File: src/rtl/cdq_pkg.sv
`default_nettype none
// ----------------------------------------------------------------------------
// cdq_pkg: shared types and codes for the circular deque
// Request and status codes, field widths and the controller-to-datapath
// command bundle.
// ----------------------------------------------------------------------------
package cdq_pkg;

    // Fixed field widths
    localparam int CFG_W  = 5;  // capacity register
    localparam int ACT_W  = 2;  // request code
    localparam int STAT_W = 2;  // result status

    // Reset value of the capacity register
    localparam logic [CFG_W-1:0] CAP_RESET = 5'd16;

    typedef enum logic [ACT_W-1:0] {
        ACT_PUSH_REAR  = 2'd0,
        ACT_POP_REAR   = 2'd1,
        ACT_PUSH_FRONT = 2'd2,
        ACT_POP_FRONT  = 2'd3
    } action_t;

    typedef enum logic [STAT_W-1:0] {
        STAT_OK        = 2'd0,
        STAT_OVERFLOW  = 2'd1,
        STAT_UNDERFLOW = 2'd2
    } status_t;

    // Commands from controller to datapath
    typedef struct packed {
        logic exec;   // request accepted: update pointers, write and read store
        logic load;   // move pending result into the output register
    } cdq_cmd_t;

endpackage : cdq_pkg
`default_nettype wire

File: src/rtl/circular_deque_unit.sv
`default_nettype none
// ----------------------------------------------------------------------------
// circular_deque_unit: double-ended queue in a circular word store
// Push/pop at either end; overflow and underflow reported per request.
// ----------------------------------------------------------------------------
//
//  Channel   Dir  Handshake          Contents
//  s_*       in   s_tvalid/s_tready  tuser = action, tdata = data_in
//  m_*       out  m_tvalid/m_tready  tdata = data_out, tuser = status
//  cfg_*     in   cfg_we             cfg_wdata = capacity (empties the queue)
//
//  Each request passes through the accept and pointer update, then the
//  registered store read. A new request is taken while the previous
//  result still waits in the output register; a stalled m_tready holds the
//  sequencer in its read state until the output register frees up.
//  Reset (aresetn low, synchronous): queue empty, capacity min(16, DEPTH),
//  no result pending. Store contents are not cleared.
//
module circular_deque_unit #(
    parameter int DEPTH      = 16,
    parameter int DATA_WIDTH = 32
) (
    input  wire logic                           aclk,
    input  wire logic                           aresetn,

    // Capacity register
    input  wire logic                           cfg_we,
    input  wire logic [cdq_pkg::CFG_W-1:0]      cfg_wdata,

    // Request stream
    input  wire logic                           s_tvalid,
    output logic                                s_tready,
    input  wire logic [((DATA_WIDTH+7)/8)*8-1:0] s_tdata,  // [DATA_WIDTH-1:0] data_in
    input  wire logic [cdq_pkg::ACT_W-1:0]      s_tuser,   // [1:0] action

    // Result stream
    output logic                                m_tvalid,
    input  wire logic                           m_tready,
    output logic [((DATA_WIDTH+7)/8)*8-1:0]     m_tdata,   // [DATA_WIDTH-1:0] data_out
    output logic [cdq_pkg::STAT_W-1:0]          m_tuser    // [1:0] status
);
    import cdq_pkg::*;

    localparam int TDATA_W = ((DATA_WIDTH + 7) / 8) * 8;

    cdq_cmd_t              cmd;
    logic [DATA_WIDTH-1:0] rsp_data;
    logic [STAT_W-1:0]     rsp_status;

    // Sequencer: handshakes and output-valid
    cdq_ctrl u_ctrl (
        .aclk     (aclk),
        .aresetn  (aresetn),
        .s_tvalid (s_tvalid),
        .s_tready (s_tready),
        .m_tvalid (m_tvalid),
        .m_tready (m_tready),
        .cmd      (cmd)
    );

    // Pointers, store and result registers
    cdq_datapath #(
        .DEPTH      (DEPTH),
        .DATA_WIDTH (DATA_WIDTH)
    ) u_dp (
        .aclk       (aclk),
        .aresetn    (aresetn),
        .cmd        (cmd),
        .cfg_we     (cfg_we),
        .cfg_wdata  (cfg_wdata),
        .req_action (s_tuser),
        .req_data   (s_tdata[DATA_WIDTH-1:0]),
        .rsp_data   (rsp_data),
        .rsp_status (rsp_status)
    );

    // Zero-pad the result word up to whole bytes
    assign m_tdata = TDATA_W'(rsp_data);
    assign m_tuser = rsp_status;

endmodule : circular_deque_unit
`default_nettype wire

File: src/rtl/cdq_ctrl.sv
`default_nettype none
// ----------------------------------------------------------------------------
// cdq_ctrl: request sequencer
// Accepts one request, waits in its read state for the store read, then hands the
// result to the output register once that register is free.
// ----------------------------------------------------------------------------
module cdq_ctrl (
    input  wire logic            aclk,
    input  wire logic            aresetn,
    input  wire logic            s_tvalid,
    output logic                 s_tready,
    output logic                 m_tvalid,
    input  wire logic            m_tready,
    output cdq_pkg::cdq_cmd_t    cmd
);
    import cdq_pkg::*;

    typedef enum logic [1:0] {
        ST_IDLE = 2'b01,
        ST_READ = 2'b10
    } state_t;

    state_t state_reg, state_next;
    logic   out_valid_reg, out_valid_next;
    logic   out_free;

    assign s_tready = (state_reg == ST_IDLE);
    assign m_tvalid = out_valid_reg;
    assign out_free = !out_valid_reg || m_tready;

    always_comb begin
        cmd.exec = s_tvalid && s_tready;
        cmd.load = (state_reg == ST_READ) && out_free;
    end

    always_comb begin
        state_next = state_reg;
        unique case (state_reg)
            ST_IDLE: begin
                if (cmd.exec) state_next = ST_READ;
            end
            ST_READ: begin
                if (cmd.load) state_next = ST_IDLE;
            end
            default: state_next = ST_IDLE;
        endcase
    end

    always_comb begin
        priority if (cmd.load) begin
            out_valid_next = 1'b1;
        end else if (m_tready) begin
            out_valid_next = 1'b0;
        end else begin
            out_valid_next = out_valid_reg;
        end
    end

    always_ff @(posedge aclk) begin
        if (!aresetn) begin
            state_reg     <= ST_IDLE;
            out_valid_reg <= 1'b0;
        end else begin
            state_reg     <= state_next;
            out_valid_reg <= out_valid_next;
        end
    end

endmodule : cdq_ctrl
`default_nettype wire

File: src/rtl/cdq_datapath.sv
`default_nettype none
// ----------------------------------------------------------------------------
// cdq_datapath: pointers, store and result registers
// Holds head/tail/empty state and the word store; applies one request per
// exec command and drives the output register on load.
// ----------------------------------------------------------------------------
module cdq_datapath #(
    parameter int DEPTH      = 16,
    parameter int DATA_WIDTH = 32
) (
    input  wire logic                         aclk,
    input  wire logic                         aresetn,
    input  wire cdq_pkg::cdq_cmd_t            cmd,
    input  wire logic                         cfg_we,
    input  wire logic [cdq_pkg::CFG_W-1:0]    cfg_wdata,
    input  wire logic [cdq_pkg::ACT_W-1:0]    req_action,
    input  wire logic [DATA_WIDTH-1:0]        req_data,
    output logic      [DATA_WIDTH-1:0]        rsp_data,
    output logic      [cdq_pkg::STAT_W-1:0]   rsp_status
);
    import cdq_pkg::*;

    localparam int PTR_W = (DEPTH > 1) ? $clog2(DEPTH) : 1;
    localparam int CAP_W = $clog2(DEPTH + 1);
    localparam int CW    = (CAP_W > CFG_W) ? CAP_W : CFG_W;

    // Clamp a raw capacity into 1..DEPTH
    function automatic logic [CW-1:0] clamp_cap(input logic [CFG_W-1:0] raw);
        logic [CW-1:0] c;
        c = CW'(raw);
        if (c == '0) begin
            c = CW'(1);
        end else if (c > CW'(DEPTH)) begin
            c = CW'(DEPTH);
        end
        return c;
    endfunction

    logic [CW-1:0]         cap_reg;
    logic [PTR_W-1:0]      head_reg, head_next;
    logic [PTR_W-1:0]      tail_reg, tail_next;
    logic                  empty_reg, empty_next;

    logic [DATA_WIDTH-1:0] mem [DEPTH];
    logic [DATA_WIDTH-1:0] rd_data_reg;
    logic                  pop_ok_reg, pop_ok_next;
    logic [STAT_W-1:0]     stat_reg, stat_next;
    logic [DATA_WIDTH-1:0] out_data_reg;
    logic [STAT_W-1:0]     out_stat_reg;

    logic                  wr_en;
    logic [PTR_W-1:0]      wr_addr;
    logic [PTR_W-1:0]      rd_addr;

    function automatic logic [PTR_W-1:0] ptr_inc(input logic [PTR_W-1:0] p,
                                                 input logic [CW-1:0] cap);
        logic [CW-1:0] pw;
        pw = CW'(p) + CW'(1);
        return (pw >= cap) ? '0 : PTR_W'(pw);
    endfunction

    function automatic logic [PTR_W-1:0] ptr_dec(input logic [PTR_W-1:0] p,
                                                 input logic [CW-1:0] cap);
        logic [CW-1:0] lastp;
        lastp = cap - CW'(1);
        return (p == '0 || CW'(p) >= cap) ? PTR_W'(lastp) : p - PTR_W'(1);
    endfunction

    logic is_push, is_rear, full;

    always_comb begin
        is_push     = (req_action == ACT_PUSH_REAR) || (req_action == ACT_PUSH_FRONT);
        is_rear     = (req_action == ACT_PUSH_REAR) || (req_action == ACT_POP_REAR);
        full        = !empty_reg && (ptr_inc(tail_reg, cap_reg) == head_reg);

        head_next   = head_reg;
        tail_next   = tail_reg;
        empty_next  = empty_reg;
        stat_next   = STAT_OK;
        pop_ok_next = 1'b0;
        wr_en       = 1'b0;
        wr_addr     = '0;
        rd_addr     = is_rear ? tail_reg : head_reg;

        if (is_push) begin
            priority if (full) begin
                stat_next = STAT_OVERFLOW;
            end else if (empty_reg) begin
                head_next  = '0;
                tail_next  = '0;
                empty_next = 1'b0;
                wr_en      = 1'b1;
                wr_addr    = '0;
            end else if (is_rear) begin
                tail_next = ptr_inc(tail_reg, cap_reg);
                wr_en     = 1'b1;
                wr_addr   = tail_next;
            end else begin
                head_next = ptr_dec(head_reg, cap_reg);
                wr_en     = 1'b1;
                wr_addr   = head_next;
            end
        end else begin
            priority if (empty_reg) begin
                stat_next = STAT_UNDERFLOW;
            end else begin
                pop_ok_next = 1'b1;
                priority if (head_reg == tail_reg) begin
                    head_next  = '0;
                    tail_next  = '0;
                    empty_next = 1'b1;
                end else if (is_rear) begin
                    tail_next = ptr_dec(tail_reg, cap_reg);
                end else begin
                    head_next = ptr_inc(head_reg, cap_reg);
                end
            end
        end
    end

    // Pointer and capacity state
    always_ff @(posedge aclk) begin
        if (!aresetn) begin
            cap_reg   <= clamp_cap(CAP_RESET);
            head_reg  <= '0;
            tail_reg  <= '0;
            empty_reg <= 1'b1;
        end else if (cfg_we) begin
            cap_reg   <= clamp_cap(cfg_wdata);
            head_reg  <= '0;
            tail_reg  <= '0;
            empty_reg <= 1'b1;
        end else if (cmd.exec) begin
            head_reg  <= head_next;
            tail_reg  <= tail_next;
            empty_reg <= empty_next;
        end
    end

    // Word store: a write on each accepted push and a registered read per request
    always_ff @(posedge aclk) begin
        if (cmd.exec && wr_en) begin
            mem[wr_addr] <= req_data;
        end
        if (cmd.exec) begin
            rd_data_reg <= mem[rd_addr];
        end
    end

    // Pending result and output register
    always_ff @(posedge aclk) begin
        if (cmd.exec) begin
            pop_ok_reg <= pop_ok_next;
            stat_reg   <= stat_next;
        end
        if (cmd.load) begin
            out_data_reg <= pop_ok_reg ? rd_data_reg : '0;
            out_stat_reg <= stat_reg;
        end
    end

    assign rsp_data   = out_data_reg;
    assign rsp_status = out_stat_reg;

endmodule : cdq_datapath
`default_nettype wire
File: config.mk
export PLATFORM = sky130hd
export DESIGN_NAME = circular_deque_unit
export DESIGN_NICKNAME = d
export VERILOG_FILES = /design/src/rtl/cdq_pkg.sv /design/src/rtl/circular_deque_unit.sv /design/src/rtl/cdq_ctrl.sv /design/src/rtl/cdq_datapath.sv
export SDC_FILE = /design/constraint.sdc
export NUM_CORES = 1
export LEC_CHECK = 0
export BUFFER_PORTS_ARGS = -buffer_cell sky130_fd_sc_hd__buf_4
export CELL_PAD_IN_SITES_DETAIL_PLACEMENT = 1
export CELL_PAD_IN_SITES_GLOBAL_PLACEMENT = 1
export CORE_ASPECT_RATIO = 1.2
export CORE_UTILIZATION = 35
export CTS_BUF_LIST = sky130_fd_sc_hd__clkbuf_4 sky130_fd_sc_hd__clkbuf_8
export DETAILED_ROUTE_END_ITERATION = 6
export PLACE_DENSITY_LB_ADDON = 0.08
export REMOVE_ABC_BUFFERS = 1
export SYNTH_ARGS = -nofsm -noshare
export SYNTH_HDL_FRONTEND = slang
export SYNTH_SLANG_ARGS = --single-unit
File: constraint.sdc
create_clock -name aclk -period 15.5 [get_ports aclk]
set_input_delay 1.55 -clock aclk [delete_from_list [all_inputs] [get_ports aclk]]
set_output_delay 1.55 -clock aclk [all_outputs]
set_load 0.05 [all_outputs]
==> flow_metrics.tcl, run 1 <==
set metrics [dict create \
    hold_viol 0 \
    synth_seq_cells 598 \
    gp_congestion 0.765 \
    powerDensity_nw_per_um2 121 \
    area.sequential_sq_um 17800 \
    met3_usage_pct 2.98 \
    largest_reg_flops 512 \
    die_h_um 287 \
    numCtsBuffers 101 \
    initial_core_util_pct 35.3 \
    max_slew.worst_pin.slew_ns 1.10 \
    peakVddDrop_mv 0.0611 \
    clockPowerShare_pct 41.1 \
    critical_path.cell_chain "ha_1, xnor2_1, inv_1, ha_1, a21o_1, a31oi_1, o21a_1, mux2_2, a2111oi_4, nand3_1, nor2_4, buf_4" \
    multi_input_area_sq_um 5670 \
    finalSetupTns_ns 0 \
    post_cts_hold_buffer_count 0 \
    slowest_delay_ns 0.92 \
    grt_pass1_wl_um 89300 \
    maxCapViolations 0 \
    clock_path_buffers 3 \
    drt_wl_total_um 61300 \
    path_class "flop to flop" \
    rsz0062_at_grt "false" \
    hp-class "flop to flop" \
    post_cts_buffers 0 \
    grt_max_degree 92 \
    cellLeakagePower_nw 9.01 \
    use_met1_pct 24.2 \
    cts_resized 0 \
    comb_power_share_pct 4.5 \
    finalSetupViolations 0 \
    crit_slowest_cell "nor2_4" \
    synth_cell_types 52 \
    p_sw_share_pct 22.3 \
    async_flop_share_pct 0 \
    io_buffers 79 \
    critPathMostFrequentCell "ha_1" \
    clk_pin_slew_ns 0.06 \
    yosysSeqAreaShare_pct 75.1 \
    reg2reg_slack_ns 10.14 \
    p_switching_mw 0.737 \
    required_ns 15.84 \
    h-tree-depth 3 \
    grt_pass1_vias 13100 \
    cp-end-kind "flop" \
    insertion_delay_ns 0.69 \
    synth_flop_cell "edfxtp_1" \
    wl_per_cell_um 26.2 \
    start_kind "flop" \
    dp.cells 2150 \
    cts_tree "built" \
    vias 11900 \
    pwr-share-seq_pct 54.4 \
    dp_hpwl_um 31700 \
    clock.fmax_mhz 187 \
    layoutNonFillerInstCount 2341 \
    ctsRootBufferMaster "clkbuf_8" \
    synth_cells 1205 \
    violations "design-rule violations" \
    via_per_inst 5.09 \
    fin_crit_sh_pct 34.6 \
    dr.pass1.iters 6 \
    fin_skew_ns 0.0360 \
    die-area_sq_um 68700 \
    cts_sinks 598 \
    num_rows 104 \
    cp_data_arrival_time_ns 5.69 \
    drt_iter0_drc 713 \
    power.total_mw 3.31 \
    avgSynthCellArea_sq_um 19.6 \
    syn2layout_area_growth_pct 15.7 \
    grt.busiest_layer "met2" \
    final_antenna_net_count 0 \
    dieWidth_um 239 \
    period_needed_ns 5.36 \
    core_area_sq_um 67000 \
    drive_above_1_share_pct 29.9 \
    grt_use_total_pct 18.3 \
    status "finished with violations" \
    slew_viol_final 0 \
    internal-power_mw 2.57 \
    fin_nets 1420 \
    io_pins 80 \
    relSlewSlack_pct 25.2 \
    grt_use_met2_pct 30.7 \
    yosys_warnings 0 \
    grt.overflow.total 0 \
    drc 1 \
    syn_area_sq_um 23700 \
    fillers 6461 \
    antenna_found_initial 2 \
    synth_edf_count 581 \
    path_max_fanout 18 \
]
[through the flow]
| step | utilization [%] | setup WS [ns] | hold slack [ns] | instance area [sq um] |
|---|---|---|---|---|
| 6_report | 40.9 | 10.14 | 0.422 | 27400 |
| 5_1_grt | 40.9 | 9.83 | 0.442 | 27400 |
| 4_1_cts | 40.8 | 10.09 | 0.427 | 27400 |
| 3_5_place_dp | 38.0 | 9.91 | 0.411 | 25400 |
| 3_3_place_gp | 38.0 | 9.88 | 0.401 | 25400 |
| 2_1_floorplan | - | 0.795 | 0.400 | 23300 |
[final cells by class]
type                            instances  area share (%)
Antenna cell                            3          0.0274
Multi-Input combinational cell        532            20.7
Clock inverter                         41           0.685
Clock buffer                          147            6.41
Tap cell                              901            4.12
Sequential cell                       598            65.0
Timing Repair Buffer                  105            2.92
Inverter                               14           0.192
[logic make-up (layout without fill, tap and decap cells)]
family,after synthesis,in the layout,synth area share [%]
DFF,598,598,75.1
muxes,143,143,12.8
xor gates and xnor gates,17,17,0.693
adders and majority gates,24,24,1.27
other,0,3,0
AOI/OAI and AO/OA,122,122,3.61
and+or+nand+nor,226,226,4.85
buffers and inverters,75,307,1.61
[critical path, delay by kind of cell, from the launching register on]
family | cells | cell delay [ns]
muxes | 1 | 0.44
xor gates and xnor gates | 1 | 0.47
adders and majority gates | 2 | 0.62
buffers and inverters | 2 | 0.55
and+or+nand+nor | 2 | 1.30
AOI/OAI and AO/OA | 4 | 1.13
DFF | 1 | 0.48
[cell usage after synthesis (13+ instances only)]
cell type,instances,area share [%]
nor2_1,25,0.40
mux4_2,128,12
nor3_1,18,0.38
a31oi_1,34,0.90
and2_1,70,1.9
a21oi_1,13,0.27
buf_2,19,0.40
inv_1,13,0.21
dfxtp_1,17,1.4
edfxtp_1,581,74
nand2_1,80,1.3
a211oi_1,36,1.1
clkbuf_1,26,0.41
mux2i_1,13,0.55
ha_1,24,1.3
[final timing paths]
check,startpoint,to,cells past startpoint
worst max-delay path,u_dp.tail_reg[0],u_dp.mem[6][11],12
worst min register to register,u_dp.stat_reg[1],u_dp.rsp_status[1],0
worst max register to register,u_dp.tail_reg[0],u_dp.mem[6][11],12
worst min-delay path,u_dp.stat_reg[1],u_dp.rsp_status[1],0
[cells in the final DEF, fill, tap and decap left out, types with 13 or more instances in the layout]
cell type and instances:
a21oi_1 13, clkbuf_8 104, clkinv_1 24, clkbuf_4 43, buf_4 104, clkinv_2 14
mux4_2 128, nor2_1 13, nor3_1 15, ha_1 24, and2_1 70, nand2_1 80
a211oi_1 36, edfxtp_1 581, a31oi_1 34, dfxtp_1 17
[power groups by stage]
stage | clock network [mW] | registers [mW] | logic, mW
floorplan | 0 | 1.84 | 0.0948
global placement | 0 | 1.83 | 0.152
detailed placement | 0 | 1.83 | 0.153
CTS | 1.41 | 1.80 | 0.154
global route | 1.47 | 1.80 | 0.163
finish | 1.36 | 1.80 | 0.149
[layer usage]
metal	up-vias	part of all wire, %
li1	5190	-
met1	6383	44
met2	254	50
met3	94	4.2
met4	2	2.2
met5	-	0.021
Note: power is estimated with default switching activity, not from simulation.
==> run 2, diff against run 1 <==
--- a/config.mk
+++ b/config.mk
@@ -5,6 +5,7 @@
 export SDC_FILE = /design/constraint.sdc
 export NUM_CORES = 1
 export LEC_CHECK = 0
+export ABC_AREA = 1
 export BUFFER_PORTS_ARGS = -buffer_cell sky130_fd_sc_hd__buf_4
 export CELL_PAD_IN_SITES_DETAIL_PLACEMENT = 1
 export CELL_PAD_IN_SITES_GLOBAL_PLACEMENT = 1
==> constraint.sdc (replaced) <==
create_clock -name aclk -period 5 [get_ports aclk]
set_input_delay 0.5 -clock aclk [delete_from_list [all_inputs] [get_ports aclk]]
set_output_delay 0.5 -clock aclk [all_outputs]
set_load 0.05 [all_outputs]
==> flow_metrics.tcl, run 2 <==
set metrics [dict create \
    initial_core_util_pct 35.3 \
    synth_cell_types 36 \
    cellLeakagePower_nw 10.7 \
    final_util_pct 40.7 \
    internal-power_mw 8.15 \
    numCtsBuffers 102 \
    finalSetupViolations 0 \
    synth-xor-area-share_pct 0.414 \
    cp-end-kind "flop" \
    synth_seq_cells 598 \
    largest_reg_flops 512 \
    yosys_warnings 0 \
    drc 0 \
    wl_per_cell_um 23.8 \
    comb_power_share_pct 6.2 \
    clock.fmax_mhz 233 \
    grt_pass1_wl_um 112000 \
    h-tree-depth 3 \
    synth_flop_cell "edfxtp_1" \
    powerDensity_nw_per_um2 370 \
    slew_viol_final 0 \
    dieWidth_um 246 \
    die-area_sq_um 72700 \
    period_needed_ns 4.29 \
    fin_skew_ns 0.0360 \
    vias 16100 \
    crit_slowest_cell "nor2_4" \
    fin_nets 2257 \
    layoutNonFillerInstCount 3198 \
    multi_input_area_sq_um 5610 \
    status "complete, no violations" \
    pwr-share-seq_pct 52.4 \
    ctsRootBufferMaster "clkbuf_8" \
    use_met1_pct 26.6 \
    met3_usage_pct 3.49 \
    slowest_delay_ns 1.02 \
    crit_family "simple AND/OR/NAND/NOR gates" \
    synth_top_cells_by_count "edfxtp_1, inv_1, nand2_1, a21oi_1, o21ai_0" \
    path_class "flop to flop" \
    cts_tree "built" \
    grt_use_total_pct 21.3 \
    start_kind "flop" \
    relSlewSlack_pct 14.1 \
    hp-class "primary input to flop" \
    synthMostInstantiatedCell "edfxtp_1" \
    grt_pass1_vias 16900 \
    critical_path.cell_chain "inv_2, ha_1, ha_1, nand2_1, nor2_1, nand2_1, nand4_2, nand2_1, nand2_1, nor2_1, nand3_2, nand4_2, nand3_2, nor2_4" \
    yosysSeqAreaShare_pct 71.0 \
    power.total_mw 10.7 \
    synth_area_leaders "edfxtp_1, inv_1, nand2_1" \
    clockPowerShare_pct 41.4 \
    drt_iter0_drc 956 \
    avgSynthCellArea_sq_um 12.1 \
    dp.cells 3010 \
    grt.overflow.total 0 \
    mostFrequentLayoutCells "edfxtp_1, inv_1, nand2_1" \
    finalSetupTns_ns 0 \
    io_pins 80 \
    p_sw_share_pct 23.6 \
    synth_mux_area_share_pct 0 \
    synth-simple-area-share_pct 9.36 \
    critPathMostFrequentCell "nand2_1" \
    synth_top_family_by_area "compound AO/OA/AOI/OAI gates" \
    synth_top_cell_area_share_pct 69.6 \
    max_slew.worst_pin.slew_ns 1.29 \
    p_switching_mw 2.52 \
    insertion_delay_ns 0.70 \
    syn_area_sq_um 25100 \
    grt_use_met2_pct 36.5 \
    area.sequential_sq_um 17800 \
    synth_edf_count 581 \
    gp_congestion 0.791 \
    drt_wl_total_um 76100 \
    peakVddDrop_mv 0.160 \
    io_buffers 79 \
    final_common_cell "edfxtp_1" \
    antenna_found_initial 6 \
    synthAdderAreaFrac_pct 1.20 \
    async_flop_share_pct 0 \
    synth_cells 2078 \
    clock_path_buffers 3 \
    core_area_sq_um 71000 \
    cp_data_arrival_time_ns 4.58 \
    dr.pass1.iters 4 \
    die_h_um 295 \
    syn2layout_area_growth_pct 15.1 \
    path_buf_inv 1 \
    maxCapViolations 0 \
    synth_top_cell_by_area "edfxtp_1" \
    clk_pin_slew_ns 0.06 \
    fin_crit_sh_pct 85.9 \
    rsz0062_at_grt "false" \
    final_antenna_net_count 0 \
    path_max_fanout 32 \
    drive_above_1_share_pct 14.6 \
    num_rows 107 \
    synth_compound_area_share_pct 10.8 \
    cts_sinks 598 \
    dp_hpwl_um 48000 \
    hold_viol 0 \
    required_ns 5.29 \
    grt_max_degree 147 \
    grt.busiest_layer "met2" \
    fillers 7613 \
    via_per_inst 5.03 \
]
run 2: cell types whose count changed in the layout (fill, tap and decap cells not counted), sizes merged, moves of 29 or more:
cell	previous run	this run
inv	16	335
nand2	80	290
o21ai	12	177
a21oi	13	174
nand3	5	160
mux4	128	0
o211ai	1	91
and2	71	0
a211oi	36	1
a31oi	34	1
nor2	25	54
run 2: power by group through the flow:
| stage | sequential (mW) | clock (mW) | combinational (mW) |
|---|---|---|---|
| 6_report | 5.59 | 4.42 | 0.663 |
| 5_1_grt | 5.59 | 4.74 | 0.736 |
| 4_1_cts | 5.59 | 4.55 | 0.681 |
| 3_5_place_dp | 5.70 | 0 | 0.679 |
| 3_3_place_gp | 5.69 | 0 | 0.673 |
| 2_1_floorplan | 5.70 | 0 | 0.349 |
run 2: path summary, 6_finish.rpt:
| check | start | endpoint | slack, ns | cells past startpoint |
|---|---|---|---|---|
| max | u_dp.tail_reg[0] | u_dp.mem[8][31] | 0.71 | 14 |
| min reg2reg | u_dp.stat_reg[0] | u_dp.rsp_status[0] | 0.42 | 0 |
| min | m_tready | u_ctrl.m_tvalid | 0.11 | 4 |
| max reg2reg | u_dp.tail_reg[0] | u_dp.mem[8][31] | 0.71 | 14 |
run 2: through the flow:
step	setup WS, ns	hold slack [ns]	instance area, sq um
final	0.707	0.110	28800
after global routing	0.347	0.0826	28800
after CTS	0.648	0.0418	28800
after detailed placement	0.659	0.418	26800
after global placement	0.755	0.416	26800
after floorplan	-1.89	0.400	24500
run 2: worst min-delay path: stages:
cell	delay, ns
buf_4	0.08
nor2_1	0.06
inv_1	0.07
a21oi_1	0.06
run 2: kinds of logic (layout without fill, tap and decap cells):
kind of cell / Yosys count / after routing
other cells: 0 / 2
flops: 598 / 598
xor+xnor: 11 / 11
simple gates: 529 / 529
fa+ha+maj: 24 / 24
compound gates: 471 / 471
buf+inv: 445 / 637
run 2: layout make-up:
| cell class | count | area share [%] |
|---|---|---|
| sequential | 598 | 61.7 |
| multi-input combinational | 1035 | 19.5 |
| clock buffer | 148 | 6.28 |
| inverter | 335 | 4.36 |
| tap | 926 | 4.02 |
| timing repair buffer | 117 | 3.44 |
| clock inverter | 37 | 0.768 |
| antenna | 2 | 0.0173 |
run 2: routing by layer:
| metal | vias up | part of all wire (%) | wire (um) |
|---|---|---|---|
| met3 | 105 | 4.3 | 3290 |
| met1 | 8096 | 42 | 32300 |
| met2 | 336 | 50 | 38200 |
| met4 | 0 | 3.0 | 2290 |
| met5 | - | 0 | 0 |
| li1 | 7546 | - | - |
run 2: repair_timing:
| action | 4_1_cts | 5_1_grt |
|---|---|---|
| buffers inserted | 0 | 0 |
| gates resized for setup | 0 | 0 |
| endpoints found under the hold margin | 2 | 0 |
| hold buffers | 1 | 0 |
==> run 3, diff against run 2 <==
--- a/config.mk
+++ b/config.mk
@@ -13,7 +13,7 @@
 export CORE_UTILIZATION = 35
 export CTS_BUF_LIST = sky130_fd_sc_hd__clkbuf_4 sky130_fd_sc_hd__clkbuf_8
 export DETAILED_ROUTE_END_ITERATION = 6
-export PLACE_DENSITY_LB_ADDON = 0.08
+export PLACE_DENSITY = 0.62
 export REMOVE_ABC_BUFFERS = 1
 export SYNTH_ARGS = -nofsm -noshare
 export SYNTH_HDL_FRONTEND = slang
==> flow_metrics.tcl, run 3 (synthesis results as in run 2) <==
set metrics [dict create \
    status "complete, no violations" \
    wl_met1_um 30000 \
    critPathMostFrequentCell "nand2_1" \
    mostFrequentLayoutCells "edfxtp_1, inv_1, nand2_1" \
    crit_path_end "u_dp.mem[4][3]" \
    crit_slowest_cell "nor2_4" \
    start_kind "flop" \
    final_antenna_net_count 0 \
    io_pins 80 \
    die-area_sq_um 72700 \
    fillers 7567 \
    post_cts_hold_buffer_count 3 \
    crit_family "simple AND/OR/NAND/NOR gates" \
    num_rows 107 \
    drt_iter0_drc 1155 \
    r2r_start "u_dp.tail_reg[0]" \
    grt_use_total_pct 18.8 \
    clk_pin_slew_ns 0.06 \
    antenna_found_initial 2 \
    rsz0062_at_grt "false" \
    fin_nets 2251 \
    maxCapViolations 0 \
    gp_congestion 0.802 \
    die_h_um 295 \
    grt_pass1_vias 16800 \
    post_cts_buffers 0 \
    grt.overflow.total 0 \
    clock.fmax_mhz 240 \
    vias 16100 \
    cts_tree "built" \
    cp-end-kind "flop" \
    top_layer "met4" \
    initial_core_util_pct 35.3 \
    dieWidth_um 246 \
    max_slew.worst_pin.slew_ns 1.03 \
    via_per_inst 5.07 \
    pre_cts_slack_ns 0.846 \
    ctsRootBufferMaster "clkbuf_8" \
    dp_hpwl_um 40500 \
    relSlewSlack_pct 30.9 \
    reg2reg_slack_ns 0.83 \
    drive_above_1_share_pct 13.7 \
    drt_wl_total_um 67300 \
    required_ns 5.37 \
    largest_reg_flops 512 \
    wl_met2_um 32900 \
    fin_skew_ns 0.0517 \
    period_needed_ns 4.17 \
    route.met3.wl_um 3040 \
    cp_data_arrival_time_ns 4.53 \
    dp.cells 3006 \
    final_common_cell "edfxtp_1" \
    hp-class "primary input to flop" \
    grt_pass1_wl_um 102000 \
    path_depth 16 \
    setup_ws_ns 0.835 \
    hold_viol 0 \
    cts_resized 0 \
    wl_per_cell_um 21.1 \
    io_buffers 79 \
    hold_slack_ns 0.0663 \
    grt_max_degree 158 \
    powerDensity_nw_per_um2 362 \
    core_area_sq_um 71000 \
    drc 0 \
    insertion_delay_ns 0.73 \
    syn2layout_area_growth_pct 14.8 \
    path_buf_inv 3 \
    critical_path.cell_chain "inv_2, ha_1, ha_1, nand2_1, nor2_1, nand2_1, nand3_1, nand2_1, nand2_1, nor2_2, nand3_2, inv_1, nor2_2, nand4_2, nor2_4, buf_4" \
    dr.pass1.iters 4 \
    slowest_delay_ns 0.67 \
    power.total_mw 10.4 \
    cellLeakagePower_nw 10.6 \
    path_max_fanout 18 \
    h-tree-depth 3 \
    finalSetupViolations 0 \
    layoutNonFillerInstCount 3186 \
    path_class "flop to flop" \
    slew_viol_final 0 \
    crit_start "u_dp.tail_reg[0]" \
    reg2reg_depth 16 \
    clock_path_buffers 3 \
    fin_crit_sh_pct 83.3 \
    r2r_end "u_dp.mem[4][3]" \
    numCtsBuffers 98 \
    cts_sinks 598 \
    peakVddDrop_mv 0.225 \
]
[run 3: changes by cell type in the layout (fill, tap and decap cells not counted), sizes merged]
cell         delta
buf             -4
bufinv          +1
clkbuf         -18
clkinv          +4
clkinvlp        +2
dlygate4sd3     +2
inv             +1
[run 3: area by class of cell]
| type | instances | area [sq um] | share of cell area (%) |
|---|---|---|---|
| diodes | 2 | 5.00 | 0.0174 |
| clock buffers | 130 | 1600 | 5.57 |
| clock inverters | 45 | 284 | 0.988 |
| inverters | 335 | 1260 | 4.37 |
| multi-input cells | 1035 | 5610 | 19.5 |
| flip-flops and latches | 598 | 17800 | 61.9 |
| well taps | 926 | 1160 | 4.03 |
| repair buffers | 115 | 1050 | 3.64 |
[run 3: layer usage]
metal | global-route usage, % | up-vias
met1 | 24.7 | 8184
met5 | 0 | -
met4 | 6.18 | 0
met3 | 3.00 | 86
li1 | - | 7522
met2 | 31.4 | 350
[run 3: metrics by stage]
stage                     TNS (ns)  instance area [sq um]  util (%)
after global routing             0                  28800      40.5
after detailed placement         0                  26800      37.8
after floorplan             -59.21                  24500         -
after global placement           0                  26800      37.8
final                            0                  28800      40.5
after CTS                        0                  28700      40.5
[run 3: worst min-delay path by stage]
stage,start,end,slack [ns],cells after the start
floorplan,u_dp.stat_reg[0],u_dp.rsp_status[0],0.40,0
global placement,u_dp.stat_reg[0],u_dp.rsp_status[0],0.42,0
detailed placement,u_dp.stat_reg[0],u_dp.rsp_status[0],0.41,0
CTS,cfg_wdata[2],u_dp.cap_reg[2],0.009,3
global route,cfg_wdata[2],u_dp.cap_reg[2],0.06,3
finish,cfg_wdata[2],u_dp.cap_reg[2],0.07,3
[run 3: worst reg2reg max path: stages (launching register included)]
cell and delay, ns:
dfxtp_1 0.48, inv_2 0.17, ha_1 0.40, ha_1 0.31, nand2_1 0.04, nor2_1 0.08
nand2_1 0.25, nand3_1 0.21, nand2_1 0.07, nand2_1 0.10, nor2_2 0.06, nand3_2 0.11
inv_1 0.06, nor2_2 0.14, nand4_2 0.27, nor2_4 0.67, buf_4 0.36
[run 3: where the power goes]
part | total (mW) | internal (mW) | switching [mW]
logic | 0.634 | 0.169 | 0.465
registers | 5.59 | 5.56 | 0.0240
clock network | 4.18 | 2.23 | 1.95
